<file path="src/sv/stable_sorted_priority_queue_defines.svh">
// Assertion macros for the stable sorted priority queue.
// No dependencies; included by the top level, which provides i_clk and i_rst_n.
`ifndef STABLE_SORTED_PRIORITY_QUEUE_DEFINES_SVH
`define STABLE_SORTED_PRIORITY_QUEUE_DEFINES_SVH

// same-cycle implication, disabled in reset
`define SSPQ_ASSERT(lbl, ante, cons, msg) \
    lbl: assert property (@(posedge i_clk) disable iff (!i_rst_n) (ante) |-> (cons)) \
        else $error(msg);

// next-cycle implication, disabled in reset
`define SSPQ_ASSERT_NEXT(lbl, ante, cons, msg) \
    lbl: assert property (@(posedge i_clk) disable iff (!i_rst_n) (ante) |=> (cons)) \
        else $error(msg);

`endif

</file>
<file path="src/sv/sspq_pkg.sv">
// Shared types and codes for the stable sorted priority queue.
// No dependencies.
package sspq_pkg;

    localparam int PRIO_FIELD_W = 8;

    typedef enum logic {
        CMD_PUSH = 1'b0,
        CMD_POP  = 1'b1
    } t_cmd;

    typedef enum logic [1:0] {
        ST_OK    = 2'd0,
        ST_EMPTY = 2'd1,
        ST_FULL  = 2'd2
    } t_status;

    typedef struct packed {
        t_cmd                    cmd;
        logic [PRIO_FIELD_W-1:0] priority_req;
        logic [15:0]             tag;
    } t_req_word;

    typedef struct packed {
        logic [15:0]             out_tag;
        logic [PRIO_FIELD_W-1:0] out_priority;
        t_status                 status;
        logic [4:0]              occupancy;
    } t_rsp_word;

    // broadcast to every cell
    typedef struct packed {
        logic push;
        logic pop;
    } t_cell_ctl;

endpackage

</file>
<file path="src/sv/sspq_ifs.sv">
// Valid/ready channel interfaces for request and response words.
// Depends on sspq_pkg.
interface sspq_req_if;
    logic                 valid;
    logic                 ready;
    sspq_pkg::t_req_word  data;

    modport source (output valid, output data, input ready);
    modport sink   (input valid, input data, output ready);
endinterface

interface sspq_rsp_if;
    logic                 valid;
    logic                 ready;
    sspq_pkg::t_rsp_word  data;

    modport source (output valid, output data, input ready);
    modport sink   (input valid, input data, output ready);
endinterface

</file>
<file path="src/sv/sspq_cell.sv">
// One slot of the sorted shift chain: holds a priority and tag, shifts right
// on an insert at or ahead of it, shifts left on pop. Depends on sspq_pkg.
module sspq_cell #(
    parameter int PW = 8
) (
    input  logic                i_clk,
    input  sspq_pkg::t_cell_ctl i_ctl,
    input  logic                i_occ,
    input  logic [PW-1:0]       i_new_prio,
    input  logic [15:0]         i_new_tag,
    input  logic                i_left_keep,
    input  logic [PW-1:0]       i_left_prio,
    input  logic [15:0]         i_left_tag,
    input  logic [PW-1:0]       i_right_prio,
    input  logic [15:0]         i_right_tag,
    output logic                o_keep,
    output logic [PW-1:0]       o_prio,
    output logic [15:0]         o_tag
);
    import sspq_pkg::*;

    logic [PW-1:0] r_prio, n_prio;
    logic [15:0]   r_tag, n_tag;

    // held entry stays ahead of an equal or larger new priority
    assign o_keep = i_occ && (r_prio <= i_new_prio);
    assign o_prio = r_prio;
    assign o_tag  = r_tag;

    always_comb begin
        n_prio = r_prio;
        n_tag  = r_tag;
        if (i_ctl.push && !o_keep) begin
            if (i_left_keep) begin
                n_prio = i_new_prio;
                n_tag  = i_new_tag;
            end else begin
                n_prio = i_left_prio;
                n_tag  = i_left_tag;
            end
        end else if (i_ctl.pop) begin
            n_prio = i_right_prio;
            n_tag  = i_right_tag;
        end
    end

    always_ff @(posedge i_clk) begin
        r_prio <= n_prio;
        r_tag  <= n_tag;
    end

endmodule

</file>
<file path="src/sv/stable_sorted_priority_queue.sv">
// Stable sorted priority queue. Holds up to DEPTH entries (priority, tag) in a
// row of shift cells kept in ascending priority order; a push lands behind
// every entry of equal or lower priority, so equal priorities leave in
// arrival order, and a pop returns the front entry. Each request word yields
// one response word with status (ok, pop on empty, push on full dropped) and
// the occupancy after the operation. Throughput is one word per cycle while
// responses are read out: every cell compares its priority against the incoming
// one in parallel and moves in the same cycle, so the cycle is set by one PW-bit
// compare per cell plus the shift mux. The response is registered. A new request
// is taken in the same cycle the held response is drained; while a response
// waits unread, request ready stays low. Priorities keep only the low PW bits,
// PRIO_BITS capped at PRIO_FIELD_W. Depends on sspq_pkg, sspq_ifs, sspq_cell
// and the defines header.
`include "stable_sorted_priority_queue_defines.svh"

module stable_sorted_priority_queue #(
    parameter int DEPTH     = 16,
    parameter int PRIO_BITS = 8
) (
    input  logic        i_clk,
    input  logic        i_rst_n,
    sspq_req_if.sink    i_req,
    sspq_rsp_if.source  o_rsp
);
    import sspq_pkg::*;

    // stored priority width and count width
    localparam int PW = (PRIO_BITS < PRIO_FIELD_W) ? PRIO_BITS : PRIO_FIELD_W;
    localparam int CW = $clog2(DEPTH + 1);

    logic [CW-1:0] r_count, n_count;
    logic          r_out_valid;
    t_rsp_word     r_out, n_out;

    logic          w_accept, w_full, w_empty;
    t_cell_ctl     w_ctl;
    logic [31:0]   w_cnt_wide;

    // per-cell wires, one entry per fixed cell position
    logic          w_keep [DEPTH];
    logic [PW-1:0] w_prio [DEPTH];
    logic [15:0]   w_tag  [DEPTH];

    // response register frees when drained or empty
    assign i_req.ready = !r_out_valid || o_rsp.ready;
    assign w_accept    = i_req.valid && i_req.ready;
    assign o_rsp.valid = r_out_valid;
    assign o_rsp.data  = r_out;

    assign w_full  = (r_count == CW'(DEPTH));
    assign w_empty = (r_count == '0);

    assign w_ctl.push = w_accept && (i_req.data.cmd == CMD_PUSH) && !w_full;
    assign w_ctl.pop  = w_accept && (i_req.data.cmd == CMD_POP) && !w_empty;

    // shift chain: cell 0 is the front of the queue
    for (genvar g = 0; g < DEPTH; g++) begin : g_cell
        logic          w_lk;
        logic [PW-1:0] w_lp, w_rp;
        logic [15:0]   w_lt, w_rt;

        if (g == 0) begin : g_first
            assign w_lk = 1'b1;
            assign w_lp = '0;
            assign w_lt = '0;
        end else begin : g_mid
            assign w_lk = w_keep[g-1];
            assign w_lp = w_prio[g-1];
            assign w_lt = w_tag[g-1];
        end

        if (g == DEPTH - 1) begin : g_last
            assign w_rp = '0;
            assign w_rt = '0;
        end else begin : g_inner
            assign w_rp = w_prio[g+1];
            assign w_rt = w_tag[g+1];
        end

        sspq_cell #(
            .PW (PW)
        ) u_cell (
            .i_clk        (i_clk),
            .i_ctl        (w_ctl),
            .i_occ        (r_count > CW'(g)),
            .i_new_prio   (i_req.data.priority_req[PW-1:0]),
            .i_new_tag    (i_req.data.tag),
            .i_left_keep  (w_lk),
            .i_left_prio  (w_lp),
            .i_left_tag   (w_lt),
            .i_right_prio (w_rp),
            .i_right_tag  (w_rt),
            .o_keep       (w_keep[g]),
            .o_prio       (w_prio[g]),
            .o_tag        (w_tag[g])
        );
    end

    // next count and response word
    always_comb begin
        n_count = r_count;
        if (w_ctl.push) begin
            n_count = r_count + 1'b1;
        end else if (w_ctl.pop) begin
            n_count = r_count - 1'b1;
        end
    end

    assign w_cnt_wide = 32'(n_count);

    always_comb begin
        n_out.out_tag      = '0;
        n_out.out_priority = '0;
        n_out.status       = ST_OK;
        n_out.occupancy    = w_cnt_wide[4:0];
        if (i_req.data.cmd == CMD_POP) begin
            if (w_empty) begin
                n_out.status = ST_EMPTY;
            end else begin
                n_out.out_tag      = w_tag[0];
                n_out.out_priority = PRIO_FIELD_W'(w_prio[0]);
            end
        end else if (w_full) begin
            n_out.status = ST_FULL;
        end
    end

    always_ff @(posedge i_clk) begin
        if (!i_rst_n) begin
            r_count     <= '0;
            r_out_valid <= 1'b0;
        end else begin
            r_count <= n_count;
            if (w_accept) begin
                r_out_valid <= 1'b1;
            end else if (o_rsp.ready) begin
                r_out_valid <= 1'b0;
            end
        end
    end

    // payload, no reset
    always_ff @(posedge i_clk) begin
        if (w_accept) begin
            r_out <= n_out;
        end
    end

    // checks
    `SSPQ_ASSERT(a_count_bound, 1'b1, r_count <= CW'(DEPTH), "occupancy above depth")
    `SSPQ_ASSERT(a_front_sorted, r_count >= CW'(2), w_prio[0] <= w_prio[1], "front out of order")
    `SSPQ_ASSERT_NEXT(a_pop_count, w_ctl.pop, r_count == CW'($past(r_count) - 1'b1),
        "pop did not decrement")
    `SSPQ_ASSERT(a_no_overrun, r_out_valid && !o_rsp.ready, !w_accept,
        "request taken over a stalled response")

endmodule
</file>
<file path="src/flat_wrapper.sv">
// flat-port wrapper written by rule: the top's interface ports become plain ports
module stable_sorted_priority_queue_flat import sspq_pkg::*;
#(
    parameter int DEPTH     = 16,
    parameter int PRIO_BITS = 8
)
  (i_clk, i_rst_n, i_req_valid, i_req_data, i_req_ready, o_rsp_valid, o_rsp_data, o_rsp_ready);
  sspq_req_if i_req_i ();
  sspq_rsp_if o_rsp_i ();
  input  logic i_clk;
  input  logic i_rst_n;
  input wire logic [$bits(i_req_i.valid)-1:0] i_req_valid;
  input wire logic [$bits(i_req_i.data)-1:0] i_req_data;
  output wire logic [$bits(i_req_i.ready)-1:0] i_req_ready;
  output wire logic [$bits(o_rsp_i.valid)-1:0] o_rsp_valid;
  output wire logic [$bits(o_rsp_i.data)-1:0] o_rsp_data;
  input wire logic [$bits(o_rsp_i.ready)-1:0] o_rsp_ready;
  assign i_req_i.valid = i_req_valid;
  assign i_req_i.data = i_req_data;
  assign i_req_ready = i_req_i.ready;
  assign o_rsp_valid = o_rsp_i.valid;
  assign o_rsp_data = o_rsp_i.data;
  assign o_rsp_i.ready = o_rsp_ready;
  stable_sorted_priority_queue #(.DEPTH(DEPTH), .PRIO_BITS(PRIO_BITS)) u_core (.i_clk(i_clk), .i_rst_n(i_rst_n), .i_req(i_req_i), .o_rsp(o_rsp_i));
endmodule
</file>
<file path="config.mk">
export PLATFORM = sky130hd
export DESIGN_NAME = stable_sorted_priority_queue_flat
export DESIGN_NICKNAME = d
export VERILOG_FILES = /design/src/sv/sspq_pkg.sv /design/src/sv/sspq_ifs.sv /design/src/sv/sspq_cell.sv /design/src/sv/stable_sorted_priority_queue.sv /design/src/flat_wrapper.sv
export VERILOG_INCLUDE_DIRS = /design/src /design/src/sv
export SDC_FILE = /design/constraint.sdc
export NUM_CORES = 1
export LEC_CHECK = 0
export BUFFER_PORTS_ARGS = -buffer_cell sky130_fd_sc_hd__buf_4
export CAP_MARGIN = 5
export CORE_UTILIZATION = 55
export CTS_CLUSTER_SIZE = 16
export DETAILED_ROUTE_END_ITERATION = 8
export PLACE_DENSITY_LB_ADDON = 0.1
export SKIP_LAST_GASP = 1
export SLEW_MARGIN = 20
export SYNTH_ARGS = -nofsm -noshare
export SYNTH_HDL_FRONTEND = slang
export SYNTH_HIERARCHICAL = 1
export SYNTH_SLANG_ARGS = --single-unit
</file>
<file path="constraint.sdc">
create_clock -name i_clk -period 11.3 [get_ports i_clk]
set_input_delay 0.565 -clock i_clk [delete_from_list [all_inputs] [get_ports i_clk]]
set_output_delay 0.565 -clock i_clk [all_outputs]
set_load 0.1 [all_outputs]
</file>
==> results.sh, run 1 <==
export IMPL_status="finished, final reports clean"
export IMPL_path_class="flop to flop"
export IMPL_fillers=3976
export IMPL_post_route_min_period_ns=3.741
export IMPL_tightestPinTransition_ns=1.112
export IMPL_fin_cells=2804
export IMPL_grt_pass1_vias=16390
export IMPL_slew_viol_final=0
export IMPL_arrival_ns=3.93
export IMPL_reg2reg_to="u_core/g_cell[13].u_cell/o_tag[6]"
export IMPL_dr_total_vias=15500
export IMPL_dp_hpwl_um=41440
export IMPL_cts_root_buf="clkbuf_16"
export IMPL_mostFrequentLayoutCell="edfxtp_1"
export IMPL_cts_tree="built"
export IMPL_drcViolationCount=0
export IMPL_areaGrowthSynthToFinish_pct=6.955
export IMPL_avgRoutedWirePerCell_um=19.30
export IMPL_grt_use_total=0.2157
export IMPL_max_freq_ghz=0.2673
export IMPL_dieArea_mm2=0.05128
export IMPL_grt_pass1_wl_um=87850
export IMPL_yosysWarnings=6
export IMPL_dp_cells=2720
export IMPL_rrSetupSlack_ns=7.56
export IMPL_place_gp_congestion=0.8638
export IMPL_setup_viol=0
export IMPL_post_cts_buffers=0
export IMPL_drive_above_1_share=0.4009
export IMPL_clock_latency_ns=0.59
export IMPL_drt_wl_total_um=54120
export IMPL_pin_count=62
export IMPL_htree_levels=2
export IMPL_hold_viol=0
export IMPL_rsz0062_at_grt="false"
export IMPL_ant_nets=0
export IMPL_layout_common_cells="edfxtp_1 (415), mux2_2 (352), mux2_4 (304)"
export IMPL_vdd_drop_max_mv=0.1174
export IMPL_die_x_um=226.4
export IMPL_synthCells=2018
export IMPL_timing_max_cap_violations=0
export IMPL_coreArea_mm2=0.04936
export IMPL_grt_max_degree=36
export IMPL_drt_iter0_markers=766
export IMPL_power_density_mw_per_mm2=185.6
export IMPL_clkSinkCount=421
export IMPL_drt_vias_per_instance=5.527
export IMPL_start_util=0.5613
export IMPL_r2r_start="u_core/r_count[1]"
export IMPL_power_leakage_nw=11.94
export IMPL_syn_avg_cell_area_um2=13.73
export IMPL_gr_total_overflow=0
export IMPL_reg2regPathDepth=8
export IMPL_hold_class="primary input to flop"
export IMPL_port_buffers=61
export IMPL_critPathMaxFanout=25
export IMPL_cts_hold_buf=0
export IMPL_crit_path_end_kind="flop"
export IMPL_rows=81
export IMPL_dieHeight_um=226.4
export IMPL_cp_startpoint="u_core/r_count[1]"
export IMPL_numCtsBuffers=48
export IMPL_crit_path_end="u_core/g_cell[13].u_cell/o_tag[6]"
export IMPL_fin_setup_tns_ns=0
export IMPL_required_ns=11.48
export IMPL_ctsResizeCount=0
export IMPL_power_w=0.005501
export IMPL_relSlewSlack=0.2586
export IMPL_skew_ns=0.01650
export IMPL_num_nets_final=2269
export IMPL_period_share=0.3311
export IMPL_netlist_area_mm2=0.02771
export IMPL_cts_buffer_depth=3
export IMPL_dr_pass1_iters=5
export IMPL_start_kind="flop"
export IMPL_clk_pin_slew_ns=0.06
export IMPL_num_antenna_cells=0
export IMPL_antenna_found_initial=0
worst min-delay path by stage:
stage	startpoint	endpoint	slack (ns)	cells past startpoint
2_1_floorplan	u_core/g_cell[15].u_cell/o_tag[0]	u_core/g_cell[14].u_cell/o_tag[0]	0.52	1
3_3_place_gp	u_core/g_cell[15].u_cell/o_tag[14]	u_core/g_cell[14].u_cell/o_tag[14]	0.53	1
3_5_place_dp	u_core/g_cell[15].u_cell/o_tag[12]	u_core/g_cell[14].u_cell/o_tag[12]	0.53	1
4_1_cts	i_rst_n	u_core/r_count[4]	0.22	2
5_1_grt	i_rst_n	u_core/r_count[4]	0.25	2
6_report	i_rst_n	u_core/r_count[4]	0.26	2
registers in the layout, indices dropped and copies added (netlist names):
register and flops:
u_core/o_rsp.data 31, u_core/g_cell.u_cell/o_tag 256, u_core/g_cell.u_cell/o_prio 128, u_core/r_count 5, u_core/o_rsp.valid 1
report_power, final:
group	internal, W	total, W	switching (W)	leakage, nW
Combinational	0.000871	0.00174	0.000868	7.26
Clock	0.000841	0.00147	0.000627	0.714
Sequential	0.00213	0.00229	0.000165	3.96
Total	0.00384	0.00550	0.00166	11.9
cell type report:
type	instances	area, um2	area share
Sequential cell	421	12580	0.4246
Clock buffer	62	1275	0.04303
Inverter	138	518.0	0.01748
Tap cell	664	830.8	0.02804
Timing Repair Buffer	95	713.2	0.02407
Clock inverter	22	177.7	0.005996
Multi-Input combinational cell	1402	13540	0.4568
through the flow:
step | hold WS (ns) | area [um2] | setup WS [ns] | util
floorplan | 0.5246 | 27890 | 7.413 | -
CTS | 0.2234 | 29630 | 7.622 | 0.6004
global route | 0.2548 | 29630 | 7.212 | 0.6004
global placement | 0.5301 | 28180 | 7.708 | 0.5709
detailed placement | 0.5350 | 28180 | 7.662 | 0.5709
finish | 0.2563 | 29630 | 7.559 | 0.6004
routing by layer:
| layer | global-route usage | wire length [um] | vias up |
|---|---|---|---|
| li1 | - | - | 7646 |
| met1 | 0.2846 | 25020 | 7461 |
| met2 | 0.3610 | 25640 | 281 |
| met3 | 0.02955 | 1867 | 111 |
| met4 | 0.07977 | 1591 | 0 |
| met5 | 0 | 0 | - |
critical path, stage by stage (launching register included):
cell and delay (ns):
dfxtp_1 0.51, inv_1 0.20, ha_1 0.27, o31ai_1 0.80, nand3_1 0.14, or3_1 0.37
o211a_1 0.14, buf_4 0.25, or2_1 0.63
No activity file was read; power rests on OpenSTA's default activity.
==> run 2, diff against run 1 <==
clock period = 3.3 ns   (was 11.3 ns; I/O delays follow)
==> results.sh, run 2 (same netlist as run 1, synthesis figures left out) <==
export IMPL_required_ns=3.65
export IMPL_rrSetupSlack_ns=0.15
export IMPL_worst_slack_ns=0.1474
export IMPL_reg2regPathDepth=9
export IMPL_fillers=3781
export IMPL_power_leakage_nw=12.37
export IMPL_reg2reg_to="u_core/g_cell[1].u_cell/o_tag[7]"
export IMPL_clkSinkCount=421
export IMPL_dp_hpwl_um=41150
export IMPL_pwr_share_seq=0.405
export IMPL_die_x_um=226.4
export IMPL_clock_latency_ns=0.61
export IMPL_numCtsBuffers=48
export IMPL_mostFrequentLayoutCell="edfxtp_1"
export IMPL_gr_total_overflow=0
export IMPL_drt_iter0_markers=771
export IMPL_r2r_start="u_core/r_count[0]"
export IMPL_critPathMaxFanout=31
export IMPL_post_route_min_period_ns=3.153
export IMPL_worst_hold_slack_ns=0.04720
export IMPL_intPower_w=0.01360
export IMPL_fin_setup_tns_ns=0
export IMPL_crit_path_end_kind="flop"
export IMPL_timing_max_cap_violations=0
export IMPL_hold_class="primary input to flop"
export IMPL_post_cts_buffers=0
export IMPL_multiInputGateArea_mm2=0.01358
export IMPL_wl_met2_um=25860
export IMPL_max_freq_ghz=0.3172
export IMPL_pwr_share_clk=0.271
export IMPL_ant_nets=0
export IMPL_dr_total_vias=15620
export IMPL_p_comb_frac=0.323
export IMPL_period_share=0.9553
export IMPL_grt_pass1_wl_um=86830
export IMPL_power_density_mw_per_mm2=632.7
export IMPL_grt_max_degree=36
export IMPL_num_nets_final=2328
export IMPL_start_kind="flop"
export IMPL_largest_reg_flops=256
export IMPL_dieHeight_um=226.4
export IMPL_status="finished, final reports clean"
export IMPL_p_switching_w=0.005732
export IMPL_cts_buffer_depth=3
export IMPL_swShare=0.2965
export IMPL_drive_above_1_share=0.4130
export IMPL_drcViolationCount=0
export IMPL_grt_pass1_vias=16230
export IMPL_antenna_found_initial=0
export IMPL_relSlewSlack=0.2912
export IMPL_path_class="flop to flop"
export IMPL_tightestPinTransition_ns=1.063
export IMPL_place_gp_congestion=0.8527
export IMPL_rsz0062_at_grt="false"
export IMPL_arrival_ns=3.50
export IMPL_vdd_drop_max_mv=0.3688
export IMPL_setup_viol=0
export IMPL_num_antenna_cells=0
export IMPL_dieArea_mm2=0.05128
export IMPL_hold_viol=0
export IMPL_wl_met1_um=24690
export IMPL_areaGrowthSynthToFinish_pct=10.30
export IMPL_slew_viol_final=0
export IMPL_dp_cells=2776
export IMPL_clk_pin_slew_ns=0.06
export IMPL_cts_root_buf="clkbuf_16"
export IMPL_dr_pass1_iters=5
export IMPL_cts_tree="built"
export IMPL_grt_use_total=0.2127
export IMPL_worstHoldStart="i_req_data[24]"
export IMPL_met3WireLength_um=1878
export IMPL_rows=81
export IMPL_seq_area_mm2=0.01258
export IMPL_coreArea_mm2=0.04936
export IMPL_pin_count=62
export IMPL_post_place_ws_ns=0.06417
export IMPL_skew_ns=0.02726
export IMPL_layout_common_cells="edfxtp_1 (415), mux2_2 (352), mux2_4 (304)"
export IMPL_drt_vias_per_instance=5.453
export IMPL_drt_wl_total_um=53670
export IMPL_htree_levels=2
export IMPL_crit_path_end="u_core/g_cell[1].u_cell/o_tag[7]"
export IMPL_cp_startpoint="u_core/r_count[0]"
export IMPL_fin_cells=2865
export IMPL_start_util=0.5613
export IMPL_port_buffers=61
export IMPL_avgRoutedWirePerCell_um=18.73
export IMPL_highest_layer="met4"
## run 2: cell types whose count changed in the layout (fill, tap and decap cells not counted), sizes merged
cell | previous run | this run
clkbuf | 62 | 66
bufinv | 2 | 3
buf | 95 | 151
dlygate4sd3 | 0 | 3
clkinv | 19 | 16
## run 2: layer usage
layer / up-vias / global-route usage
met5: - / 0
met4: 0 / 0.06168
met3: 83 / 0.03175
met2: 274 / 0.3574
met1: 7492 / 0.2842
li1: 7774 / -
## run 2: worst min path at each step
stage | end | slack [ns] | cells after the start
after floorplan | u_core/r_count[4] | 0.29 | 1
after global placement | u_core/r_count[4] | 0.45 | 2
after detailed placement | u_core/r_count[4] | 0.45 | 2
after CTS | u_core/o_rsp.data[6] | 0.01 | 2
after global routing | u_core/o_rsp.data[6] | 0.04 | 2
final | u_core/o_rsp.data[6] | 0.05 | 2
## run 2: timing repair
item                                    CTS  global route
resized for setup                         0             4
endpoints found under the setup margin    0            84
hold buffers                              3             0
endpoints found under the hold margin     6             0
## run 2: power groups by stage
stage	logic, W	registers, W	clock network [W]
2_1_floorplan	0.00480	0.00806	0
3_3_place_gp	0.00605	0.00792	0
3_5_place_dp	0.00624	0.00795	0
4_1_cts	0.00627	0.00784	0.00540
5_1_grt	0.00678	0.00795	0.00557
6_report	0.00625	0.00783	0.00525
## run 2: worst max-delay path: stages (launching register included)
cell     delay, ns
dfxtp_1       0.56
inv_1         0.18
ha_1          0.28
or4b_4        0.32
nand3_1       0.10
or3_1         0.35
o21ai_2       0.08
buf_4         0.37
mux2_2        0.39
mux2_4        0.26
## run 2: area by class of cell
class	instances	share of cell area
flip-flops and latches	421	0.4117
multi-input cells	1402	0.4445
clock buffers	66	0.04385
repair buffers	154	0.04954
clock inverters	20	0.006265
well taps	664	0.02719
inverters	138	0.01695
## run 2: stage by stage
| step | area, um2 | total power (W) | utilization |
|---|---|---|---|
| 6_report | 30560 | 0.01933 | 0.6191 |
| 3_3_place_gp | 28960 | 0.01397 | 0.5867 |
| 4_1_cts | 30520 | 0.01951 | 0.6184 |
| 2_1_floorplan | 27910 | 0.01286 | - |
| 5_1_grt | 30560 | 0.02030 | 0.6191 |
| 3_5_place_dp | 28960 | 0.01419 | 0.5867 |
